`src/hdl/iwm_pkg.sv`:
```
package iwm_pkg;

    // field widths
    localparam int unsigned TIME_W     = 16;
    localparam int unsigned TEMP_W     = 15;
    localparam int unsigned CNT_W      = 16;
    localparam int unsigned WIN_W      = 8;
    localparam int unsigned STATUS_W   = 2;
    localparam int unsigned CFG_IDX_W  = 1;
    localparam int unsigned CFG_DATA_W = 16;

    // running sum: at most 255 terms of magnitude 2^14
    localparam int unsigned SUM_W = TEMP_W + WIN_W;

    // divider: dividend covers both |diff| * offset and |sum|
    localparam int unsigned DVD_W      = SUM_W;
    localparam int unsigned DVS_W      = TIME_W;
    localparam int unsigned DIV_CNT_W  = $clog2(DVD_W);

    // register indexes
    typedef enum logic [CFG_IDX_W-1:0] {
        CFG_WINDOW_END,
        CFG_MIN_SAMPLES
    } cfg_index_t;

    // result status codes
    typedef enum logic [STATUS_W-1:0] {
        STAT_AVERAGED,
        STAT_TOO_FEW,
        STAT_NOT_COVERED,
        STAT_ORDER_ERR
    } status_t;

    // sequencer states
    typedef enum logic [2:0] {
        S_IDLE,
        S_EVAL,
        S_DIV_START,
        S_DIV_WAIT,
        S_UPDATE,
        S_DECIDE,
        S_MEAN_WAIT,
        S_DONE
    } state_t;

    // divider request and response
    typedef struct packed {
        logic             start;
        logic [DVD_W-1:0] dividend;
        logic [DVS_W-1:0] divisor;
    } div_req_t;

    typedef struct packed {
        logic             done;
        logic [DVD_W-1:0] quotient;
    } div_rsp_t;

endpackage

```
`src/hdl/iwm_sample_if.sv`:
```
interface iwm_sample_if;
    import iwm_pkg::*;

    logic                     valid;
    logic                     ready;
    logic [TIME_W-1:0]        sample_time;
    logic signed [TEMP_W-1:0] sample_temperature;
    logic                     last_sample;

    modport source (output valid, output sample_time, output sample_temperature,
                    output last_sample, input ready);
    modport sink (input valid, input sample_time, input sample_temperature,
                  input last_sample, output ready);
endinterface

```
`src/hdl/iwm_result_if.sv`:
```
interface iwm_result_if;
    import iwm_pkg::*;

    logic                     valid;
    logic                     ready;
    logic signed [TEMP_W-1:0] ground_temperature;
    logic [STATUS_W-1:0]      status;
    logic [CNT_W-1:0]         samples_seen;

    modport source (output valid, output ground_temperature, output status,
                    output samples_seen, input ready);
    modport sink (input valid, input ground_temperature, input status,
                  input samples_seen, output ready);
endinterface

```
`src/hdl/iwm_cfg_if.sv`:
```
interface iwm_cfg_if;
    import iwm_pkg::*;

    logic                  valid;
    logic                  ready;
    logic [CFG_IDX_W-1:0]  index;
    logic [CFG_DATA_W-1:0] data;

    modport source (output valid, output index, output data, input ready);
    modport sink (input valid, input index, input data, output ready);
endinterface

```
`src/hdl/iwm_div.sv`:
```
module iwm_div (
    input  logic             clk,
    input  logic             rst_n,
    input  iwm_pkg::div_req_t req,
    output iwm_pkg::div_rsp_t rsp
);
    import iwm_pkg::*;

    localparam logic [DIV_CNT_W-1:0] DIV_LAST = DIV_CNT_W'(DVD_W - 1);

    logic                 busy_reg;
    logic                 done_reg;
    logic [DIV_CNT_W-1:0] cnt_reg;
    logic [DVS_W-1:0]     rem_reg;
    logic [DVD_W-1:0]     quo_reg;
    logic [DVS_W-1:0]     dvs_reg;

    logic [DVS_W:0]       shifted;
    logic [DVS_W:0]       trial;
    logic                 fits;

    // one restoring step: shift in next dividend bit, try to subtract
    always_comb
    begin
        shifted = {rem_reg, quo_reg[DVD_W-1]};
        trial   = shifted - {1'b0, dvs_reg};
        fits    = !trial[DVS_W];
    end

    // step counter and completion pulse
    always_ff @(posedge clk or negedge rst_n)
    begin
        if (!rst_n)
        begin
            busy_reg <= 1'b0;
            done_reg <= 1'b0;
            cnt_reg  <= '0;
        end
        else if (req.start)
        begin
            busy_reg <= 1'b1;
            done_reg <= 1'b0;
            cnt_reg  <= DIV_LAST;
        end
        else if (busy_reg)
        begin
            cnt_reg <= cnt_reg - 1'b1;
            if (cnt_reg == '0)
            begin
                busy_reg <= 1'b0;
                done_reg <= 1'b1;
            end
        end
        else
        begin
            done_reg <= 1'b0;
        end
    end

    // remainder and quotient shift register
    always_ff @(posedge clk)
    begin
        if (req.start)
        begin
            rem_reg <= '0;
            quo_reg <= req.dividend;
            dvs_reg <= req.divisor;
        end
        else if (busy_reg)
        begin
            rem_reg <= fits ? trial[DVS_W-1:0] : shifted[DVS_W-1:0];
            quo_reg <= {quo_reg[DVD_W-2:0], fits};
        end
    end

    assign rsp.done     = done_reg;
    assign rsp.quotient = quo_reg;

endmodule

```
`src/hdl/interpolated_window_mean.sv`:
```
// channel   dir   payload                                         modport
// sample    in    sample_time, sample_temperature, last_sample    sink
// result    out   ground_temperature, status, samples_seen        source
// cfg       in    index (0 window_end, 1 min_samples), data       sink
//
// an in-order sample passes eval, one divide per interpolated second, then update; any other
// sample passes eval only; each divide is one pass of the shared 23-step restoring divider
// a last sample then goes through decide and, for the mean, one more pass of the divider
// sample ready only when the sequencer is idle; cfg is always ready
// a held result stalls the last cycle until the output register is free,
// then sits there while the next sample is taken
// rst_n clears the sounding state and loads window_end 50, min_samples 100
module interpolated_window_mean #(
    parameter int unsigned MAX_WINDOW = 255
) (
    input logic           clk,
    input logic           rst_n,
    iwm_sample_if.sink    sample,
    iwm_result_if.source  result,
    iwm_cfg_if.sink       cfg
);
    import iwm_pkg::*;

    localparam int unsigned      WIN_CAP   = (MAX_WINDOW < 255) ? MAX_WINDOW : 255;
    localparam logic [WIN_W-1:0] WIN_CAP_V = WIN_CAP[WIN_W-1:0];

    // configuration
    logic [WIN_W-1:0]          window_end_reg;
    logic [CNT_W-1:0]          min_samples_reg;

    // sequencer
    state_t                    state_reg;
    state_t                    state_next;

    // latched sample
    logic [TIME_W-1:0]         t_reg;
    logic signed [TEMP_W-1:0]  temp_reg;
    logic                      last_reg;

    // sounding state
    logic [TIME_W-1:0]         first_time_reg;
    logic signed [TEMP_W-1:0]  first_temp_reg;
    logic [TIME_W-1:0]         prev_time_reg;
    logic signed [TEMP_W-1:0]  prev_temp_reg;
    logic signed [SUM_W-1:0]   sum_reg;
    logic [CNT_W-1:0]          count_reg;
    logic                      reached_reg;
    logic                      order_err_reg;

    // interpolation loop
    logic [TIME_W-1:0]         span_reg;
    logic [TEMP_W-1:0]         dmag_reg;
    logic                      dneg_reg;
    logic [DVD_W-1:0]          num_reg;
    logic [WIN_W-1:0]          left_reg;

    // pending result and output register
    status_t                   res_status_reg;
    logic signed [TEMP_W-1:0]  res_temp_reg;
    logic                      out_valid_reg;
    status_t                   out_status_reg;
    logic signed [TEMP_W-1:0]  out_temp_reg;
    logic [CNT_W-1:0]          out_count_reg;

    // datapath nets
    logic [WIN_W-1:0]          win;
    logic [TIME_W-1:0]         win16;
    logic [TIME_W-1:0]         stop16;
    logic                      run;
    logic                      in_order;
    logic signed [TEMP_W:0]    diff;
    logic signed [TEMP_W:0]    diff_abs;
    logic signed [TEMP_W:0]    frac;
    logic signed [SUM_W-1:0]   term_sum;
    logic [SUM_W-1:0]          sum_mag;
    logic [TEMP_W-1:0]         mean_q;
    logic [TEMP_W-1:0]         mean_res;
    logic [WIN_W-1:0]          mean_len;
    logic [CNT_W-1:0]          count_inc;
    status_t                   decide_status;
    logic                      out_free;
    logic                      accept;

    div_req_t                  div_req;
    div_rsp_t                  div_rsp;

    iwm_div u_div (
        .clk   (clk),
        .rst_n (rst_n),
        .req   (div_req),
        .rsp   (div_rsp)
    );

    // window, segment bounds and slope
    always_comb
    begin
        win       = (window_end_reg < WIN_CAP_V) ? window_end_reg : WIN_CAP_V;
        win16     = {{(TIME_W - WIN_W){1'b0}}, win};
        stop16    = (t_reg < win16) ? t_reg : win16;
        run       = prev_time_reg < stop16;
        in_order  = t_reg > prev_time_reg;
        diff      = TEMP_W'(0) + ((TEMP_W + 1)'(temp_reg) - (TEMP_W + 1)'(prev_temp_reg));
        diff_abs  = diff[TEMP_W] ? -diff : diff;
        count_inc = (count_reg != '1) ? count_reg + 1'b1 : count_reg;
        out_free  = !out_valid_reg || result.ready;
        accept    = sample.valid && (state_reg == S_IDLE);
    end

    // interpolated term and mean from the divider result
    always_comb
    begin
        frac     = dneg_reg ? -$signed({1'b0, div_rsp.quotient[TEMP_W-1:0]})
                            : $signed({1'b0, div_rsp.quotient[TEMP_W-1:0]});
        term_sum = sum_reg + SUM_W'(prev_temp_reg) + SUM_W'(frac);
        sum_mag  = sum_reg[SUM_W-1] ? SUM_W'(-sum_reg) : SUM_W'(sum_reg);
        mean_q   = div_rsp.quotient[TEMP_W-1:0];
        mean_res = sum_reg[SUM_W-1] ? -mean_q : mean_q;
        mean_len = win - first_time_reg[WIN_W-1:0];
    end

    // status precedence at the end of a sounding
    always_comb
    begin
        if (order_err_reg)
            decide_status = STAT_ORDER_ERR;
        else if (count_reg < min_samples_reg)
            decide_status = STAT_TOO_FEW;
        else if (first_time_reg >= win16 || !reached_reg)
            decide_status = STAT_NOT_COVERED;
        else
            decide_status = STAT_AVERAGED;
    end

    // divider request: interpolation step or final mean
    always_comb
    begin
        div_req.start = (state_reg == S_DIV_START) ||
                        (state_reg == S_DECIDE && decide_status == STAT_AVERAGED);
        if (state_reg == S_DECIDE)
        begin
            div_req.dividend = sum_mag;
            div_req.divisor  = {{(DVS_W - WIN_W){1'b0}}, mean_len};
        end
        else
        begin
            div_req.dividend = num_reg;
            div_req.divisor  = span_reg;
        end
    end

    // next state
    always_comb
    begin
        state_next = state_reg;
        case (state_reg)
            S_IDLE:
            begin
                if (sample.valid)
                    state_next = S_EVAL;
            end
            S_EVAL:
            begin
                if (count_reg == '0 || !in_order)
                    state_next = last_reg ? S_DECIDE : S_IDLE;
                else
                    state_next = run ? S_DIV_START : S_UPDATE;
            end
            S_DIV_START:
            begin
                state_next = S_DIV_WAIT;
            end
            S_DIV_WAIT:
            begin
                if (div_rsp.done)
                    state_next = (left_reg == WIN_W'(1)) ? S_UPDATE : S_DIV_START;
            end
            S_UPDATE:
            begin
                state_next = last_reg ? S_DECIDE : S_IDLE;
            end
            S_DECIDE:
            begin
                state_next = (decide_status == STAT_AVERAGED) ? S_MEAN_WAIT : S_DONE;
            end
            S_MEAN_WAIT:
            begin
                if (div_rsp.done)
                    state_next = S_DONE;
            end
            S_DONE:
            begin
                if (out_free)
                    state_next = S_IDLE;
            end
            default:
            begin
                state_next = S_IDLE;
            end
        endcase
    end

    // handshake outputs
    always_comb
    begin
        sample.ready              = (state_reg == S_IDLE);
        cfg.ready                 = 1'b1;
        result.valid              = out_valid_reg;
        result.ground_temperature = out_temp_reg;
        result.status             = out_status_reg;
        result.samples_seen       = out_count_reg;
    end

    // state register
    always_ff @(posedge clk or negedge rst_n)
    begin
        if (!rst_n)
            state_reg <= S_IDLE;
        else
            state_reg <= state_next;
    end

    // configuration registers
    always_ff @(posedge clk or negedge rst_n)
    begin
        if (!rst_n)
        begin
            window_end_reg  <= WIN_W'(50);
            min_samples_reg <= CNT_W'(100);
        end
        else if (cfg.valid)
        begin
            case (cfg_index_t'(cfg.index))
                CFG_WINDOW_END:  window_end_reg  <= cfg.data[WIN_W-1:0];
                CFG_MIN_SAMPLES: min_samples_reg <= cfg.data[CNT_W-1:0];
                default:         ;
            endcase
        end
    end

    // sounding state and loop control
    always_ff @(posedge clk or negedge rst_n)
    begin
        if (!rst_n)
        begin
            last_reg       <= 1'b0;
            first_time_reg <= '0;
            first_temp_reg <= '0;
            prev_time_reg  <= '0;
            prev_temp_reg  <= '0;
            sum_reg        <= '0;
            count_reg      <= '0;
            reached_reg    <= 1'b0;
            order_err_reg  <= 1'b0;
            left_reg       <= '0;
            out_valid_reg  <= 1'b0;
        end
        else
        begin
            // output register: loaded from the sequencer, emptied by a transfer
            if (state_reg == S_DONE && out_free)
                out_valid_reg <= 1'b1;
            else if (result.ready)
                out_valid_reg <= 1'b0;
            case (state_reg)
                S_IDLE:
                begin
                    if (accept)
                        last_reg <= sample.last_sample;
                end
                S_EVAL:
                begin
                    count_reg <= count_inc;
                    if (count_reg == '0)
                    begin
                        first_time_reg <= t_reg;
                        first_temp_reg <= temp_reg;
                        prev_time_reg  <= t_reg;
                        prev_temp_reg  <= temp_reg;
                    end
                    else if (!in_order)
                        order_err_reg <= 1'b1;
                    else
                        left_reg <= stop16[WIN_W-1:0] - prev_time_reg[WIN_W-1:0];
                end
                S_DIV_WAIT:
                begin
                    if (div_rsp.done)
                    begin
                        sum_reg  <= term_sum;
                        left_reg <= left_reg - 1'b1;
                    end
                end
                S_UPDATE:
                begin
                    if (t_reg >= win16)
                        reached_reg <= 1'b1;
                    prev_time_reg <= t_reg;
                    prev_temp_reg <= temp_reg;
                end
                S_DONE:
                begin
                    if (out_free)
                    begin
                        first_time_reg <= '0;
                        first_temp_reg <= '0;
                        prev_time_reg  <= '0;
                        prev_temp_reg  <= '0;
                        sum_reg        <= '0;
                        count_reg      <= '0;
                        reached_reg    <= 1'b0;
                        order_err_reg  <= 1'b0;
                    end
                end
                default:
                begin
                end
            endcase
        end
    end

    // payload registers
    always_ff @(posedge clk)
    begin
        case (state_reg)
            S_IDLE:
            begin
                if (accept)
                begin
                    t_reg    <= sample.sample_time;
                    temp_reg <= sample.sample_temperature;
                end
            end
            S_EVAL:
            begin
                span_reg <= t_reg - prev_time_reg;
                dmag_reg <= diff_abs[TEMP_W-1:0];
                dneg_reg <= diff[TEMP_W];
                num_reg  <= '0;
            end
            S_DIV_WAIT:
            begin
                if (div_rsp.done)
                    num_reg <= num_reg + DVD_W'(dmag_reg);
            end
            S_DECIDE:
            begin
                res_status_reg <= decide_status;
                res_temp_reg   <= (decide_status == STAT_TOO_FEW) ? first_temp_reg : '0;
            end
            S_MEAN_WAIT:
            begin
                if (div_rsp.done)
                    res_temp_reg <= mean_res;
            end
            S_DONE:
            begin
                if (out_free)
                begin
                    out_status_reg <= res_status_reg;
                    out_temp_reg   <= res_temp_reg;
                    out_count_reg  <= count_reg;
                end
            end
            default:
            begin
            end
        endcase
    end

`ifndef SYNTH
    // divider completes only while the sequencer waits for it
    assert property (@(posedge clk) disable iff (!rst_n)
        div_rsp.done |-> (state_reg == S_DIV_WAIT || state_reg == S_MEAN_WAIT))
        else $error("divider result outside a wait state");

    // an interpolation step is only issued with seconds left to cover
    assert property (@(posedge clk) disable iff (!rst_n)
        state_reg == S_DIV_START |-> left_reg != '0)
        else $error("interpolation step with empty range");

    // not-covered and order-error statuses carry a zero temperature
    assert property (@(posedge clk) disable iff (!rst_n)
        out_valid_reg |-> (out_status_reg != STAT_NOT_COVERED &&
                           out_status_reg != STAT_ORDER_ERR) || out_temp_reg == '0)
        else $error("nonzero temperature on error status");

    // sounding state is cleared once a result is loaded
    assert property (@(posedge clk) disable iff (!rst_n)
        (state_reg == S_DONE && out_free) |=> (count_reg == '0 && !order_err_reg &&
                                               out_valid_reg))
        else $error("sounding not cleared after result");
`endif

endmodule
```
`src/flat_wrapper.sv`:
```
// flat-port wrapper written by rule: the top's interface ports become plain ports
module interpolated_window_mean_flat import iwm_pkg::*;
#(
    parameter int unsigned MAX_WINDOW = 255
)
  (clk, rst_n, sample_valid, sample_sample_time, sample_sample_temperature, sample_last_sample, sample_ready, result_valid, result_ground_temperature, result_status, result_samples_seen, result_ready, cfg_valid, cfg_index, cfg_data, cfg_ready);
  iwm_sample_if sample_i ();
  iwm_result_if result_i ();
  iwm_cfg_if cfg_i ();
  input logic clk;
  input logic rst_n;
  input wire logic [$bits(sample_i.valid)-1:0] sample_valid;
  input wire logic [$bits(sample_i.sample_time)-1:0] sample_sample_time;
  input wire logic [$bits(sample_i.sample_temperature)-1:0] sample_sample_temperature;
  input wire logic [$bits(sample_i.last_sample)-1:0] sample_last_sample;
  output wire logic [$bits(sample_i.ready)-1:0] sample_ready;
  output wire logic [$bits(result_i.valid)-1:0] result_valid;
  output wire logic [$bits(result_i.ground_temperature)-1:0] result_ground_temperature;
  output wire logic [$bits(result_i.status)-1:0] result_status;
  output wire logic [$bits(result_i.samples_seen)-1:0] result_samples_seen;
  input wire logic [$bits(result_i.ready)-1:0] result_ready;
  input wire logic [$bits(cfg_i.valid)-1:0] cfg_valid;
  input wire logic [$bits(cfg_i.index)-1:0] cfg_index;
  input wire logic [$bits(cfg_i.data)-1:0] cfg_data;
  output wire logic [$bits(cfg_i.ready)-1:0] cfg_ready;
  assign sample_i.valid = sample_valid;
  assign sample_i.sample_time = sample_sample_time;
  assign sample_i.sample_temperature = sample_sample_temperature;
  assign sample_i.last_sample = sample_last_sample;
  assign sample_ready = sample_i.ready;
  assign result_valid = result_i.valid;
  assign result_ground_temperature = result_i.ground_temperature;
  assign result_status = result_i.status;
  assign result_samples_seen = result_i.samples_seen;
  assign result_i.ready = result_ready;
  assign cfg_i.valid = cfg_valid;
  assign cfg_i.index = cfg_index;
  assign cfg_i.data = cfg_data;
  assign cfg_ready = cfg_i.ready;
  interpolated_window_mean #(.MAX_WINDOW(MAX_WINDOW)) u_core (.clk(clk), .rst_n(rst_n), .sample(sample_i), .result(result_i), .cfg(cfg_i));
endmodule
```
`config.mk`:
```
export PLATFORM = sky130hd
export DESIGN_NAME = interpolated_window_mean_flat
export DESIGN_NICKNAME = d
export VERILOG_FILES = /design/src/hdl/iwm_pkg.sv /design/src/hdl/iwm_sample_if.sv /design/src/hdl/iwm_result_if.sv /design/src/hdl/iwm_cfg_if.sv /design/src/hdl/iwm_div.sv /design/src/hdl/interpolated_window_mean.sv /design/src/flat_wrapper.sv
export SDC_FILE = /design/constraint.sdc
export NUM_CORES = 1
export LEC_CHECK = 0
export ABC_AREA = 1
export BUFFER_PORTS_ARGS = -buffer_cell sky130_fd_sc_hd__buf_2
export CORE_MARGIN = 5
export CORE_UTILIZATION = 55
export CTS_CLUSTER_SIZE = 12
export DETAILED_ROUTE_END_ITERATION = 16
export HOLD_SLACK_MARGIN = 0.12
export PLACE_DENSITY = 0.69
export SLEW_MARGIN = 25
export SYNTH_ARGS = -nofsm -noshare
export SYNTH_HDL_FRONTEND = slang
export SYNTH_SLANG_ARGS = --single-unit
```
`constraint.sdc`:
```
create_clock -name clk -period 11.41 [get_ports clk]
set_input_delay 0.5705 -clock clk [delete_from_list [all_inputs] [get_ports clk]]
set_output_delay 0.5705 -clock clk [all_outputs]
set_load 0.1 [all_outputs]
```
==> flow_summary.toml <==
[place]
io_buffer_count = 88
dp_hpwl_um = 43220
gp_routability_congestion = 0.9359
place_area_mm2 = 0.02254
place_inst = 3221

[pwr]
power.internal_w = 0.002058
clkPwrFrac = 0.460
power_switching_w = 0.0005876
vdd_drop_max_v = 0.0001099
p_per_area_mw_per_mm2 = 111.2
p_leak_nw = 11.07
p_sw_frac = 0.2221
p_comb_frac = 0.049
pwr-share-seq = 0.491

[grt]
met3_usage = 0.04609
grt_max_degree = 79
grt_pass1_vias = 17320
use_met1 = 0.3923
grt.total_usage = 0.2626
grt_busiest_layer = "met2"
grt-ovfl-total = 0
antenna_found_initial = 1
grt_pass1_wl_um = 92410
use_met2 = 0.3965

[setup_path]
r2r_start = "u_core.u_div.quo_reg[0]"
r2r-end = "u_core.sum_reg[19]"
critPathMaxStageDelay_ns = 0.52
start_kind = "flop"
arrival_ns = 4.68
reg2reg_slack_ns = 7.15
startpoint = "u_core.u_div.quo_reg[0]"
crit_fanout = 5
crit_path_frequent_cell = "nand2_1"
rr_worst_depth = 23
criticalPathCategory = "reg -> reg"
path_cells = "inv_1 > ha_1 > nand2_1 > nor3_2 > nand2_1 > nor2_1 > nand3_1 > nor3_1 > xor2_1 > nand2_1 > o21ai_0 > fa_1 > inv_1 > ha_1 > nand2_1 > o21ai_0 > a21oi_1 > o21ai_0 > nand2_1 > nand2_1 > nand2_1 > nand3_1 > o21ai_0"
cpMaxStageDelayCell = "fa_1"
cp-end-kind = "flop"
crit_required_ns = 11.83

[detailed_routing]
wire_per_inst_um = 17.56
vias = 18360
drt_pass1_iterations = 6
remaining_drc_errors = 0
drtIter0Drc = 1761
drt_wl_total_um = 57800
via_per_inst = 5.577
antenna_left = 0

[sta]
tightest_slew_ns = 0.9792
rsz0062_at_grt = "false"
final_max_slew_viol_count = 0
holdWs_ns = 0.1972
slew_headroom = 0.3456
min_period_ns = 4.262
period_share = 0.3735
setup_viol = 0
setup_tns_ns = 0
hold_violations = 0
skew_ns = 0.02984
max_freq_ghz = 0.2347

[final_layout]
fin_cells = 3292
drive_above_1_share = 0.07465
fill_cells = 3479
final_area_mm2 = 0.02379
fin_nets = 2980
area_growth_syn_to_layout_pct = 10.28

[synth]
ys_top_cells_by_count = "669 x nand2_1, 352 x inv_1, 282 x o21ai_0, 201 x a21oi_1, 175 x edfxtp_1"
yosys_warnings = 0
synth_edf_count = 175
yosysSeqAreaShare = 0.4293
synth.top_cell.area_share = 0.2436
async_reset_ff_frac = 0.4349
synthCells = 2660
yosys.area.top_type = "edfxtp_1"
synthTopCellsByArea = "edfxtp_1 24%, dfrtp_1 16%, nand2_1 12%, ha_1 8.9%, o21ai_0 6.5%"
synth_top_flop_cell = "edfxtp_1"
syn_avg_cell_area_um2 = 8.111
synth-seq-cells = 338
synth.cell_area_mm2 = 0.02158
synth_cell_types = 57
yosysMostFrequentCell = "nand2_1"

[floorplanning]
floorplan.initialDensity = 0.5570
io_pins = 90
die_w_um = 208.1
die_h_um = 208.1
die_area_mm2 = 0.04329
core.rowCount = 72
core_area_mm2 = 0.03874

[clocking]
clk_latency_ns = 0.56
cts_tree = "done"
cts_htree_levels = 2
clockBufferDepth = 3
cts_root_buf = "clkbuf_16"
clkTransAtPathRegs_ns = 0.06
cts_num_sinks = 338
post_cts_buffers = 0
cts_resized = 0
numCtsBuffers = 38

[min_path]
holdPathStages = 1
min_path_type = "in -> reg"
hold_path_end = "u_core.t_reg[8]"
hp-start = "sample_sample_time[8]"

[run]
maxCapViolCount = 0

[run_status]
status = "finished, final reports clean"
==> how the worst max path moves through the flow <==
| stage | end | slack (ns) | depth (start not counted) |
|---|---|---|---|
| after floorplan | u_core.sum_reg[18] | 7.82 | 23 |
| after global placement | u_core.sum_reg[19] | 7.34 | 23 |
| after detailed placement | u_core.sum_reg[21] | 7.20 | 23 |
| after CTS | u_core.sum_reg[19] | 7.19 | 23 |
| after global routing | u_core.sum_reg[19] | 6.77 | 23 |
| final | u_core.sum_reg[19] | 7.15 | 23 |
==> layout by cell type (no fill, tap or decap), types with 9 or more instances in the layout <==
master,netlist,final
nand2_1,669,668
a21o_1,16,16
ha_1,153,153
clkbuf_1,48,14
inv_1,352,352
buf_2,10,87
a31oi_1,13,13
nor4_1,13,13
fa_1,29,29
xor2_1,37,37
nor3_1,31,30
nand3b_1,12,12
nor2_1,165,165
a21oi_1,201,201
nand3_1,119,119
o21ai_0,282,281
clkbuf_16,0,40
buf_4,2,12
dfrtp_1,141,141
dfxtp_1,16,16
xnor2_1,29,29
nand4_1,31,31
edfxtp_1,175,175
conb_1,1,9
==> final cells by class <==
class,count,area [µm²],share of cell area
tap,518,648.1,0.02724
antenna,1,2.502,0.0001052
multi-input combinational,1900,10720,0.4506
inverter,364,1374,0.05774
clock inverter,10,105.1,0.004417
sequential,338,9261,0.3892
clock buffer,59,1122,0.04717
timing repair buffer,102,558.0,0.02345
==> per-stage QoR <==
| stage | utilization | total power, W | worst slack [ns] |
|---|---|---|---|
| finish | 0.6142 | 0.002645 | 7.148 |
| global route | 0.6142 | 0.002740 | 6.774 |
| CTS | 0.6138 | 0.002670 | 7.193 |
| detailed placement | 0.5818 | 0.001451 | 7.200 |
| global placement | 0.5817 | 0.001446 | 7.342 |
| floorplan | - | 0.001401 | 7.815 |
==> layer usage <==
metal  vias to the layer above  wire length (µm)
li1                       9027                 -
met2                       606             25500
met4                         0              1487
met1                      8630             26430
met5                         -                 0
met3                        96              4378
==> power groups by stage <==
stage	registers, W	clock network, W	logic [W]
global placement	0.00132	0	0.000123
global route	0.00130	0.00129	0.000149
CTS	0.00130	0.00124	0.000129
floorplan	0.00132	0	0.0000811
detailed placement	0.00132	0	0.000128
finish	0.00130	0.00122	0.000129
==> cells by family (layout without fill, tap and decap cells) <==
group           count (synthesis)  after routing  synth area share
simple gates                 1071           1071            0.2094
compound gates                572            572            0.1419
buf+inv                       430            535           0.07684
flops                         338            338            0.4293
fa+ha+maj                     182            182            0.1156
xor+xnor                       66             66           0.02679
other cells                     1             10         0.0001738
==> repair_timing <==
action                                  in CTS  in global routing
endpoints found under the setup margin       0                  0
hold buffers                                 1                  0
endpoints found under the hold margin       19                  0
==> critical path: cells and delay by family, from the launching register on <==
kind / cells / cell delay [ns]
xor gates and xnor gates: 1 / 0.11
adders and majority gates: 3 / 1.07
AOI/OAI and AO/OA: 5 / 0.88
DFF: 1 / 0.35
and+or+nand+nor: 12 / 1.50
buffers and inverters: 2 / 0.21
Note: power is estimated with default switching activity, not from simulation.
